===== config.mk =====
export PLATFORM = sky130hd
export DESIGN_NAME = nearest_border_neighbour_select
export DESIGN_NICKNAME = d
export VERILOG_FILES = /design/src/nbs_pkg.sv /design/src/nearest_border_neighbour_select.sv /design/src/nbs_ram.sv /design/src/nbs_dist.sv
export VERILOG_INCLUDE_DIRS = /design/src /design/src/src
export SDC_FILE = /design/constraint.sdc
export NUM_CORES = 2
export LEC_CHECK = 0
export BUFFER_PORTS_ARGS = -buffer_cell sky130_fd_sc_hd__buf_2
export CAP_MARGIN = 20
export CORE_MARGIN = 10
export CORE_UTILIZATION = 55
export DETAILED_ROUTE_END_ITERATION = 12
export GPL_TIMING_DRIVEN = 1
export PLACE_DENSITY = 0.76
export SETUP_SLACK_MARGIN = 0.15
export SLEW_MARGIN = 30
export SYNTH_ARGS = -nofsm -noshare
export SYNTH_HDL_FRONTEND = slang
export SYNTH_SLANG_ARGS = --single-unit

===== constraint.sdc =====
create_clock -name i_clk -period 8 [get_ports i_clk]
set_clock_uncertainty 0.05 [all_clocks]
set_input_delay 0.4 -clock i_clk [delete_from_list [all_inputs] [get_ports i_clk]]
set_output_delay 0.4 -clock i_clk [all_outputs]
set_load 0.005 [all_outputs]

===== src/assert_macros.svh =====
// shared assertion macros, clocked on i_clk and held off during reset
`ifndef ASSERT_MACROS_SVH
`define ASSERT_MACROS_SVH

// condition holds at every edge
`define NBS_ASSERT(label, cond) \
    label: assert property (@(posedge i_clk) disable iff (!i_rst_n) (cond)) \
        else $error("nbs assertion failed");

// antecedent implies consequent in the same cycle
`define NBS_ASSERT_IMPLY(label, ante, cons) \
    label: assert property (@(posedge i_clk) disable iff (!i_rst_n) (ante) |-> (cons)) \
        else $error("nbs implication failed");

// antecedent implies consequent in the next cycle
`define NBS_ASSERT_NEXT(label, ante, cons) \
    label: assert property (@(posedge i_clk) disable iff (!i_rst_n) (ante) |=> (cons)) \
        else $error("nbs next-cycle check failed");

`endif


===== src/nbs_pkg.sv =====
package nbs_pkg;

    localparam int TABLE_DEPTH = 16;
    localparam int COORD_BITS  = 16;
    localparam int RANK_W      = 12;

    localparam int IDX_W  = $clog2(TABLE_DEPTH);
    localparam int CNT_W  = $clog2(TABLE_DEPTH + 1);
    localparam int MID_W  = COORD_BITS + 1;
    localparam int SQ_W   = 2 * MID_W;
    localparam int DIST_W = SQ_W + 1;

    // search starts below a plain distance of ten million
    localparam int CMP_W = (DIST_W > 47) ? DIST_W : 47;
    localparam logic [CMP_W-1:0] START_BOUND_SQ = CMP_W'(64'd100_000_000_000_000);

    typedef enum logic [1:0] {
        OP_CLEAR  = 2'd0,
        OP_APPEND = 2'd1,
        OP_QUERY  = 2'd2
    } t_op;

    // x in the lowest bits, as on the stream
    typedef struct packed {
        logic [RANK_W-1:0]     rank;
        logic                  horizontal;
        logic [COORD_BITS-1:0] length;
        logic [COORD_BITS-1:0] y;
        logic [COORD_BITS-1:0] x;
    } t_entry;

    localparam int ENTRY_W = $bits(t_entry);

    typedef struct packed {
        logic [DIST_W-1:0] dist_sq;
        t_entry            entry;
        logic [IDX_W-1:0]  idx;
    } t_result;

    // walk tag that follows each table read down the pipeline
    typedef struct packed {
        logic             valid;
        logic             last;
        logic [IDX_W-1:0] idx;
    } t_tag;

    localparam int IN_FIELDS_W  = ENTRY_W + 2 * COORD_BITS;
    localparam int IN_TDATA_W   = ((IN_FIELDS_W + 7) / 8) * 8;
    localparam int OUT_FIELDS_W = $bits(t_result);
    localparam int OUT_TDATA_W  = ((OUT_FIELDS_W + 7) / 8) * 8;

endpackage


===== src/nearest_border_neighbour_select.sv =====
// clear and append give no result
// query: result is given once every entry has been compared (no walk on an
//   empty table), one table entry read per cycle through the single read port
// one item in work at a time; a waiting result does not block clear or append
// reset (synchronous, active low) empties the table, idles the walker and drops
//   any pending result; table memory contents are not cleared
`include "assert_macros.svh"

module nearest_border_neighbour_select (
    input  logic                              i_clk,
    input  logic                              i_rst_n,
    // slave side
    input  logic                              i_s_tvalid,
    output logic                              o_s_tready,
    // entry_x, entry_y, entry_length, entry_horizontal, entry_rank, query_x,
    // query_y, zero pad
    input  logic [nbs_pkg::IN_TDATA_W-1:0]    i_s_tdata,
    // op
    input  logic [1:0]                        i_s_tuser,
    // master side
    output logic                              o_m_tvalid,
    input  logic                              i_m_tready,
    // best_index, best_x, best_y, best_length, best_horizontal, best_rank,
    // best_distance_sq, zero pad
    output logic [nbs_pkg::OUT_TDATA_W-1:0]   o_m_tdata,
    // found
    output logic [0:0]                        o_m_tuser
);
    import nbs_pkg::*;

    typedef enum logic [2:0] {
        ST_IDLE = 3'b001,
        ST_WALK = 3'b010,
        ST_OUT  = 3'b100
    } t_state;

    t_state r_state;
    t_state n_state;

    t_op                   w_op;
    t_entry                w_in_entry;
    logic                  w_s_fire;
    logic                  w_we;
    logic                  w_issue;
    logic                  w_out_free;

    logic [CNT_W-1:0]      r_count;
    logic [CNT_W-1:0]      r_rd_cnt;
    logic [COORD_BITS-1:0] r_qx;
    logic [COORD_BITS-1:0] r_qy;
    t_tag                  r_tag0;
    t_entry                w_rd_entry;

    t_tag                  w_tag3;
    t_entry                w_entry3;
    logic [SQ_W-1:0]       w_sx;
    logic [SQ_W-1:0]       w_sy;
    logic [DIST_W-1:0]     w_dist;
    logic                  w_better;

    logic [CMP_W-1:0]      r_bound;
    logic                  r_found;
    t_result               r_best;

    logic                  r_m_valid;
    logic                  r_m_found;
    t_result               r_m_data;

    // input unpacking: entry fields from the bottom, query point above them
    assign w_op       = t_op'(i_s_tuser);
    assign w_in_entry = t_entry'(i_s_tdata[ENTRY_W-1:0]);

    assign o_s_tready = (r_state == ST_IDLE);
    assign w_s_fire   = i_s_tvalid && o_s_tready;

    // appends past the end of the table are dropped
    assign w_we    = w_s_fire && (w_op == OP_APPEND) && (r_count < CNT_W'(TABLE_DEPTH));
    assign w_issue = (r_state == ST_WALK) && (r_rd_cnt < r_count);

    nbs_ram #(
        .WIDTH (ENTRY_W),
        .DEPTH (TABLE_DEPTH)
    ) u_table (
        .i_clk   (i_clk),
        .i_we    (w_we),
        .i_waddr (r_count[IDX_W-1:0]),
        .i_wdata (w_in_entry),
        .i_re    (w_issue),
        .i_raddr (r_rd_cnt[IDX_W-1:0]),
        .o_rdata (w_rd_entry)
    );

    // midpoint distance pipeline, two stages after the memory read
    nbs_dist u_dist (
        .i_clk   (i_clk),
        .i_rst_n (i_rst_n),
        .i_tag   (r_tag0),
        .i_entry (w_rd_entry),
        .i_qx    (r_qx),
        .i_qy    (r_qy),
        .o_tag   (w_tag3),
        .o_entry (w_entry3),
        .o_sx    (w_sx),
        .o_sy    (w_sy)
    );

    // squared distance and strict compare against the running bound
    assign w_dist   = DIST_W'(w_sx) + DIST_W'(w_sy);
    assign w_better = (CMP_W'(w_dist) < r_bound);

    assign w_out_free = !r_m_valid || i_m_tready;

    always_comb begin
        n_state = r_state;
        unique case (r_state)
            ST_IDLE: begin
                if (w_s_fire && (w_op == OP_QUERY)) begin
                    n_state = (r_count == '0) ? ST_OUT : ST_WALK;
                end
            end
            ST_WALK: begin
                if (w_tag3.valid && w_tag3.last) begin
                    n_state = ST_OUT;
                end
            end
            ST_OUT: begin
                if (w_out_free) begin
                    n_state = ST_IDLE;
                end
            end
            default: begin
                n_state = ST_IDLE;
            end
        endcase
    end

    // control state
    always_ff @(posedge i_clk) begin
        if (!i_rst_n) begin
            r_state   <= ST_IDLE;
            r_count   <= '0;
            r_rd_cnt  <= '0;
            r_tag0    <= '0;
            r_m_valid <= 1'b0;
        end else begin
            r_state <= n_state;
            if (w_s_fire && (w_op == OP_CLEAR)) begin
                r_count <= '0;
            end else if (w_we) begin
                r_count <= r_count + CNT_W'(1);
            end
            if (w_s_fire) begin
                r_rd_cnt <= '0;
            end else if (w_issue) begin
                r_rd_cnt <= r_rd_cnt + CNT_W'(1);
            end
            // tag lines up with the registered read data
            r_tag0.valid <= w_issue;
            r_tag0.last  <= (r_rd_cnt == r_count - CNT_W'(1));
            r_tag0.idx   <= r_rd_cnt[IDX_W-1:0];
            if ((r_state == ST_OUT) && w_out_free) begin
                r_m_valid <= 1'b1;
            end else if (i_m_tready) begin
                r_m_valid <= 1'b0;
            end
        end
    end

    // search state and output payload
    always_ff @(posedge i_clk) begin
        if (w_s_fire && (w_op == OP_QUERY)) begin
            r_qx    <= i_s_tdata[ENTRY_W +: COORD_BITS];
            r_qy    <= i_s_tdata[ENTRY_W + COORD_BITS +: COORD_BITS];
            r_bound <= START_BOUND_SQ;
            r_found <= (r_count != '0);
            r_best  <= '0;
        end else if (w_tag3.valid) begin
            // entry 0 stands in when nothing beats the starting bound
            if ((w_tag3.idx == '0) || w_better) begin
                r_best.dist_sq <= w_dist;
                r_best.entry   <= w_entry3;
                r_best.idx     <= w_tag3.idx;
            end
            if (w_better) begin
                r_bound <= CMP_W'(w_dist);
            end
        end
        if ((r_state == ST_OUT) && w_out_free) begin
            r_m_found <= r_found;
            r_m_data  <= r_best;
        end
    end

    assign o_m_tvalid = r_m_valid;
    assign o_m_tdata  = OUT_TDATA_W'(r_m_data);
    assign o_m_tuser  = r_m_found;

    `NBS_ASSERT(a_count_in_range, r_count <= CNT_W'(TABLE_DEPTH))
    `NBS_ASSERT_IMPLY(a_compare_only_in_walk, w_tag3.valid, r_state == ST_WALK)
    `NBS_ASSERT_IMPLY(a_pipe_empty_at_out, r_state == ST_OUT, !r_tag0.valid && !w_tag3.valid)
    `NBS_ASSERT_NEXT(a_append_grows, w_we, r_count == $past(r_count) + CNT_W'(1))

endmodule


===== src/nbs_ram.sv =====
module nbs_ram #(
    parameter int WIDTH = 8,
    parameter int DEPTH = 16
) (
    input  logic                                     i_clk,
    input  logic                                     i_we,
    input  logic [((DEPTH > 1) ? $clog2(DEPTH) : 1)-1:0] i_waddr,
    input  logic [WIDTH-1:0]                         i_wdata,
    input  logic                                     i_re,
    input  logic [((DEPTH > 1) ? $clog2(DEPTH) : 1)-1:0] i_raddr,
    output logic [WIDTH-1:0]                         o_rdata
);

    logic [WIDTH-1:0] r_mem [DEPTH];
    logic [WIDTH-1:0] r_rdata;

    always_ff @(posedge i_clk) begin
        if (i_we) begin
            r_mem[i_waddr] <= i_wdata;
        end
        if (i_re) begin
            r_rdata <= r_mem[i_raddr];
        end
    end

    assign o_rdata = r_rdata;

endmodule


===== src/nbs_dist.sv =====
module nbs_dist (
    input  logic                              i_clk,
    input  logic                              i_rst_n,
    input  nbs_pkg::t_tag                     i_tag,
    input  nbs_pkg::t_entry                   i_entry,
    input  logic [nbs_pkg::COORD_BITS-1:0]    i_qx,
    input  logic [nbs_pkg::COORD_BITS-1:0]    i_qy,
    output nbs_pkg::t_tag                     o_tag,
    output nbs_pkg::t_entry                   o_entry,
    output logic [nbs_pkg::SQ_W-1:0]          o_sx,
    output logic [nbs_pkg::SQ_W-1:0]          o_sy
);
    import nbs_pkg::*;

    logic [MID_W-1:0] w_half;
    logic [MID_W-1:0] w_mx;
    logic [MID_W-1:0] w_my;
    logic [MID_W-1:0] w_qx;
    logic [MID_W-1:0] w_qy;
    logic [MID_W-1:0] w_dx;
    logic [MID_W-1:0] w_dy;

    t_tag             r_tag1;
    t_entry           r_entry1;
    logic [MID_W-1:0] r_dx;
    logic [MID_W-1:0] r_dy;
    t_tag             r_tag2;
    t_entry           r_entry2;
    logic [SQ_W-1:0]  r_sx;
    logic [SQ_W-1:0]  r_sy;

    // midpoint: half the length along the border's own axis
    always_comb begin
        w_half = MID_W'(i_entry.length >> 1);
        w_qx   = MID_W'(i_qx);
        w_qy   = MID_W'(i_qy);
        w_mx   = MID_W'(i_entry.x) + (i_entry.horizontal ? w_half : '0);
        w_my   = MID_W'(i_entry.y) + (i_entry.horizontal ? '0 : w_half);
        w_dx   = (w_mx >= w_qx) ? (w_mx - w_qx) : (w_qx - w_mx);
        w_dy   = (w_my >= w_qy) ? (w_my - w_qy) : (w_qy - w_my);
    end

    always_ff @(posedge i_clk) begin
        if (!i_rst_n) begin
            r_tag1 <= '0;
            r_tag2 <= '0;
        end else begin
            r_tag1 <= i_tag;
            r_tag2 <= r_tag1;
        end
        r_entry1 <= i_entry;
        r_dx     <= w_dx;
        r_dy     <= w_dy;
        r_entry2 <= r_entry1;
        r_sx     <= r_dx * r_dx;
        r_sy     <= r_dy * r_dy;
    end

    assign o_tag   = r_tag2;
    assign o_entry = r_entry2;
    assign o_sx    = r_sx;
    assign o_sy    = r_sy;

endmodule

Yosys cells after proc, flatten, opt, wreduce, memory -nomap -nowiden. Memory sizes are Yosys's and may differ from the RTL's. A register that Yosys moved wholly into a read port is not among the register bits. Cells that the tools add are included. Widths: inputs -> output; s select.

Bits in registers: 533. RAM bits: 976. Input port bits: 102. Output and inout bits: 107. Word-level logic and storage cells: 108. Memories: 1.

Add/subtract/negate cells: 10. Multipliers: 2. $lt $le $gt $ge: 5. Equal/unequal tests: 9. Mux-type cells: 13. Bitwise gates (word level): 1. Reductions and logical operators: 21.

Memory list: u_table.r_mem (words 16, width 61, rd ports 1, clocked after memory_dff 1, write ports 1, line nbs_ram.sv:14) `logic [WIDTH-1:0] r_mem [DEPTH];`.

Operators by type and width (number): $mul 17x17->34 (2); $lt 35x47->1 (1); $add 34x34->35 (1); $add 16x17->17 (2); $ge 17x16->1 (2); $mux 17 (2); $sub 16x17->17 (2); $sub 17x16->17 (2); $mux 15 (2); $mux 3 (4); $add 5x1->5 const B (2); $pmux 3 s3 (1); $logic_and 1x1->1 (8); $eq 5x5->1 (1); $logic_not 5->1 (1); $lt 5x5->1 (1); $lt 5x5->1 const B (1); $reduce_bool 5->1 (1); $sub 5x1->5 const B (1); $logic_not 4->1 (1); $mux 1 (4); $ne 2x1->1 const B (2); $reduce_and 2->1 (2); $reduce_or 2->1 (2); other kinds (12) (13).

Longest topological paths before layout.
Depth after elaboration: 6. Gate-level depth with buffers: 24. Depth with buffers taken out: 24.

Modules after synthesis. A second synthesis with hierarchy kept.

Cells, all modules: 5441. Area, all modules: 77087.7 um^2.

By module, submodules not included: nbs_ram (times used 1, cells each 1572, area each 38375.6 um^2, seq. area each 31139.9 um^2); nbs_dist (times used 1, cells each 2749, area each 25964.9 um^2, seq. area each 4684.5 um^2); nearest_border_neighbour_select (times used 1, cells each 1120, area each 12747.2 um^2, seq. area each 7146.9 um^2).

Worst setup path before layout. No wires, ideal clock.

Path type: flip-flop to flip-flop. Start point: register r_rd_cnt[0]. End point: register r_rd_cnt[3]. Library setup time: 0.065 ns. Data arrival time: 6.372 ns. Required time: 7.885 ns. Slack: 1.514 ns. Cell stages (with the launch flop): 14. Path buffers: 3. Clock period less this slack: 6.486 ns. Cell sequence: dfxtp_1 clkbuf_1 buf_2 buf_1 inv_1 ha_1 nor2b_1 o21a_1 o21ai_0 nand2b_1 a2111oi_2 nand4_1 xor2_1 nor2_1.

Cells in the longest elaborated chain, start to end: 2. Elaborated cells on any way between the ends: 3. Those cells by class: add/sub (1); order compare (1); reduce/logical (1).

Ends and longest elaborated chain: start: declaration (line nearest_border_neighbour_select.sv:48) `logic [CNT_W-1:0] r_rd_cnt;`; start signal: assignment (line nearest_border_neighbour_select.sv:155) `r_rd_cnt <= r_rd_cnt + CNT_W'(1);`; $lt 5x5->1 (line nearest_border_neighbour_select.sv:78) `assign w_issue = (r_state == ST_WALK) && (r_rd_cnt < r_count);`; $logic_and 1x1->1 (line nearest_border_neighbour_select.sv:78); named net u_table.i_re (line nbs_ram.sv:9) `input logic i_re,`.

The timed path passes the listed nets, and every way through them passes these cells. A chain may end at the register's enable or synchronous reset.

Worst setup path in the final report.
Start point: register u_dist.r_dx[3]. End point: register u_dist.r_sx[32] (netlist: u_dist.o_sx[32]).

Cells in the longest elaborated chain, start to end: 1.

Ends and longest elaborated chain: start: declaration (line nbs_dist.sv:25) `logic [MID_W-1:0] r_dx;`; start signal: assignment (line nbs_dist.sv:52) `r_dx <= w_dx;`; $mul 17x17->34 (line nbs_dist.sv:55) `r_sx <= r_dx * r_dx;`; end signal: assignment (line nbs_dist.sv:55); end: declaration (line nbs_dist.sv:29) `logic [SQ_W-1:0] r_sx;`.

No other way between the ends.

==> impl_metrics.ini <==
[timing]
max-slew-margin-rel_pct = 33.7
maxClockFrequency_mhz = 140
slew_worst_pin_ps = 995
hold_viol_final = 0
fin_tns_setup_ps = 0
rsz_0062_raised_after_global_routing = no
slew_violations = 0
final_clock_period_utilization_by_the_worst_path_pct = 89.5
min_period_ps = 7160
setup_viol = 0

[route]
wire_per_inst_um = 24.3
met1_length_um = 69300
initialDrtViolationCount = 3820
dr_pass1_iterations = 5
drt-vias-per-instance = 5.84
num_vias = 43800
met3_wirelength_um = 15800
highest_layer = met5
antenna_left = 0
wl_met2_um = 90000
drt_drc_violations_left = 0
totalWireLength_um = 183000

[global_route]
grt_antenna_before_repair = 27
first_global_vias = 45800
grt_use_total_pct = 23.9
grt_pass1_wl_um = 277000
grt_remaining_overflow = 0
grt_max_degree = 109

[die]
initial_utilization_pct = 55.3
core_region_area_sq_mm = 0.137
die_w_um = 392
fp.dieH_um = 392
floorplan.die_area_sq_mm = 0.154
rows = 136
top_level_ports = 209

[power_and_ir_drop]
powerDensity_mw_per_mm2 = 379
peakVddDrop_v = 0.000809
power_leakage_nw = 33.2

[worst_setup_path]
critPathSlowestCell = sky130_fd_sc_hd__dfxtp_1
worst-endpoint-arrival_ps = 7770
r2r-end = u_dist.o_sx[32]$_DFF_P_
timing.rr.start = u_dist.r_dx[3]$_DFF_P_
cp_slowest_stage_delay_ps = 820
timing.critical_path.fanout_max = 16
data_required_critical_path_ps = 8610
worst_path_class_setup = flop to flop
timing.critical_path.cells = inv_1 > nor2_1 > fa_1 > inv_1 > fa_1 > fa_1 > inv_1 > fa_1 > fa_1 > inv_1 > fa_1 > inv_1 > ha_1 > nand3_1 > a2111oi_2 > o211a_1 > and3b_1 > o31ai_2 > a221o_1 > a41o_1 > o41ai_2 > xnor2_1
timing.reg2reg.setup_slack_ps = 840
critical_path.endpoint_type = flop
timing.critical_path.from_type = flop
worst_r2r_path_depth = 22
timing.critical_path.mode_cell = sky130_fd_sc_hd__fa_1

[synth]
synthesis.instances = 5266
async_flop_share_pct = 0
synth.largest_area_cell = sky130_fd_sc_hd__edfxtp_1
synth-seq-area-share_pct = 56.5
synth_area_leaders = sky130_fd_sc_hd__edfxtp_1, sky130_fd_sc_hd__dfxtp_1, sky130_fd_sc_hd__fa_1
synth_enable_flop_cells = 1171
ys_dominant_reg_cell = sky130_fd_sc_hd__edfxtp_1
yosys_warnings = 0
syn-cell-area_sq_mm = 0.0761
synth.ff_latch_count = 1561
yosys.cell_types.count = 79
average_cell_area_after_synthesis_sq_um = 14.5
synth_top_area_share_pct = 46.2

[final_layout]
sequential_cell_area_sq_mm = 0.0430
final_design_area_no_fill_sq_mm = 0.0854
drive_gt1_share_pct = 15.3
syn_to_final_growth_pct = 12.3
final_net_count = 6453
n_fill_cell = 9957
most-common-layout-cells = sky130_fd_sc_hd__edfxtp_1, sky130_fd_sc_hd__inv_1, sky130_fd_sc_hd__fa_1, sky130_fd_sc_hd__ha_1, sky130_fd_sc_hd__dfxtp_1
mostFrequentLayoutCell = sky130_fd_sc_hd__edfxtp_1
multi_input_area_sq_mm = 0.0299

[clock_tree]
number_of_hold_repair_buffers_added_at_the_cts_stage = 96
insertion_delay_ps = 810
ctsRootBufferMaster = sky130_fd_sc_hd__clkbuf_16
cts_resized = 0
cts_inserted_buffers = 153
post-cts-setup-buffers = 0
cts-root-to-sink-buffers = 3
cts_htree_levels = 4
cts_tree = yes
clkSinkCount = 1561
path_clk_slew_ps = 60

[min_path]
worst_hold_path.endpoint = r_rd_cnt[0]$_SDFFE_PP0P_
worst_hold_class = input port to flop
hp-start = i_s_tvalid
min_delay_path_depth = 4

[placement]
dpl-instance-area_sq_mm = 0.0793
dpl.hpwl_um = 118000
finalWeightedCongestion = 0.902
place.port_buffers = 201

[status]
status = finished, final reports clean

[flow_run]
max-cap-violations = 0
worst max path at each step:
stage                        startpoint                       end  slack (ps)  depth (start not counted)
6_report         u_dist.r_dx[3]$_DFF_P_   u_dist.o_sx[32]$_DFF_P_         840                         22
5_1_grt          u_dist.r_dx[3]$_DFF_P_   u_dist.o_sx[32]$_DFF_P_         530                         22
4_1_cts          u_dist.r_dx[3]$_DFF_P_   u_dist.o_sx[32]$_DFF_P_         860                         22
3_5_place_dp     u_dist.r_dx[3]$_DFF_P_   u_dist.o_sx[32]$_DFF_P_         890                         22
3_3_place_gp     u_dist.r_dx[3]$_DFF_P_   u_dist.o_sx[32]$_DFF_P_         980                         22
2_1_floorplan  r_rd_cnt[0]$_SDFFE_PP0P_  r_rd_cnt[3]$_SDFFE_PP0P_        1510                         13
Yosys cell counts (all sizes together), types with 92 or more instances:
master and instances:
edfxtp 1171, inv 681, dfxtp 390, fa 388, ha 386, mux4 305, nand2 273, a21oi 251
clkbuf 165, o21ai 161, and2 155, nor2 128, xnor2 127, nand3 118, a21o 92
sequential cells by signal, indices dropped and copies added, names as in the netlist, 3 cells and up:
name	flops
u_table.r_mem	976
o_m_tdata	100
r_best	100
u_dist.o_entry	61
u_dist.r_entry1	61
u_table.o_rdata	61
r_bound	36
u_dist.o_sx	33
u_dist.o_sy	33
u_dist.r_dx	17
u_dist.r_dy	17
r_qx	16
r_qy	16
r_tag0	6
u_dist.o_tag	6
u_dist.r_tag1	6
r_count	5
r_rd_cnt	5
r_state	3
worst max-delay path, delay by kind of cell (launching register included):
kind / cells / cell delay (ps)
AO/OA/AOI/OAI: 6 / 1650
XOR/XNOR: 1 / 130
adder cells (fa/ha/maj): 7 / 3200
buffers and inverters: 5 / 500
flip-flops: 1 / 820
AND/OR/NAND/NOR: 3 / 660
through the flow:
step                      hold WS, ps  instances  total power (W)  util [%]  setup WS (ps)
final                            83.2       7508           0.0324      62.1            842
after global routing             84.2       7504           0.0350      62.1            532
after CTS                        32.2       7495           0.0326      62.1            863
after detailed placement          262       7117           0.0252      57.7            894
after global placement            260       7113           0.0249      57.6            982
after floorplan                   260       5269           0.0214         -           1510
cell type report:
class | instances | area share [%]
Sequential cell | 1561 | 50.3
Multi-Input combinational cell | 2818 | 35.0
Clock buffer | 188 | 4.75
Timing Repair Buffer | 362 | 3.05
Inverter | 681 | 3.00
Tap cell | 1794 | 2.63
Clock inverter | 94 | 1.22
Antenna cell | 10 | 0.0293
per-layer routing:
layer  track usage [%]  vias up
met4              9.35       14
met5                 0        -
met3              5.79      424
met2              40.1     1900
met1              30.0    22100
li1                  -    19300
power breakdown:
group | switching [W] | total (W) | internal (W)
Clock | 0.00315 | 0.00720 | 0.00406
Combinational | 0.00927 | 0.0159 | 0.00664
Sequential | 0.000173 | 0.00930 | 0.00913
cells by family (layout without fill, tap and decap cells):
| group | Yosys count | in the layout | synth area share (%) |
|---|---|---|---|
| buffers and inverters | 890 | 1325 | 4.45 |
| other | 1 | 14 | 0.00493 |
| muxes | 343 | 343 | 9.54 |
| adders and majority gates | 774 | 774 | 16.6 |
| and+or+nand+nor | 845 | 845 | 5.44 |
| AOI/OAI and AO/OA | 677 | 677 | 5.54 |
| DFF | 1561 | 1561 | 56.5 |
| xor gates and xnor gates | 175 | 175 | 2.01 |
No activity file was read; power rests on OpenSTA's default activity.
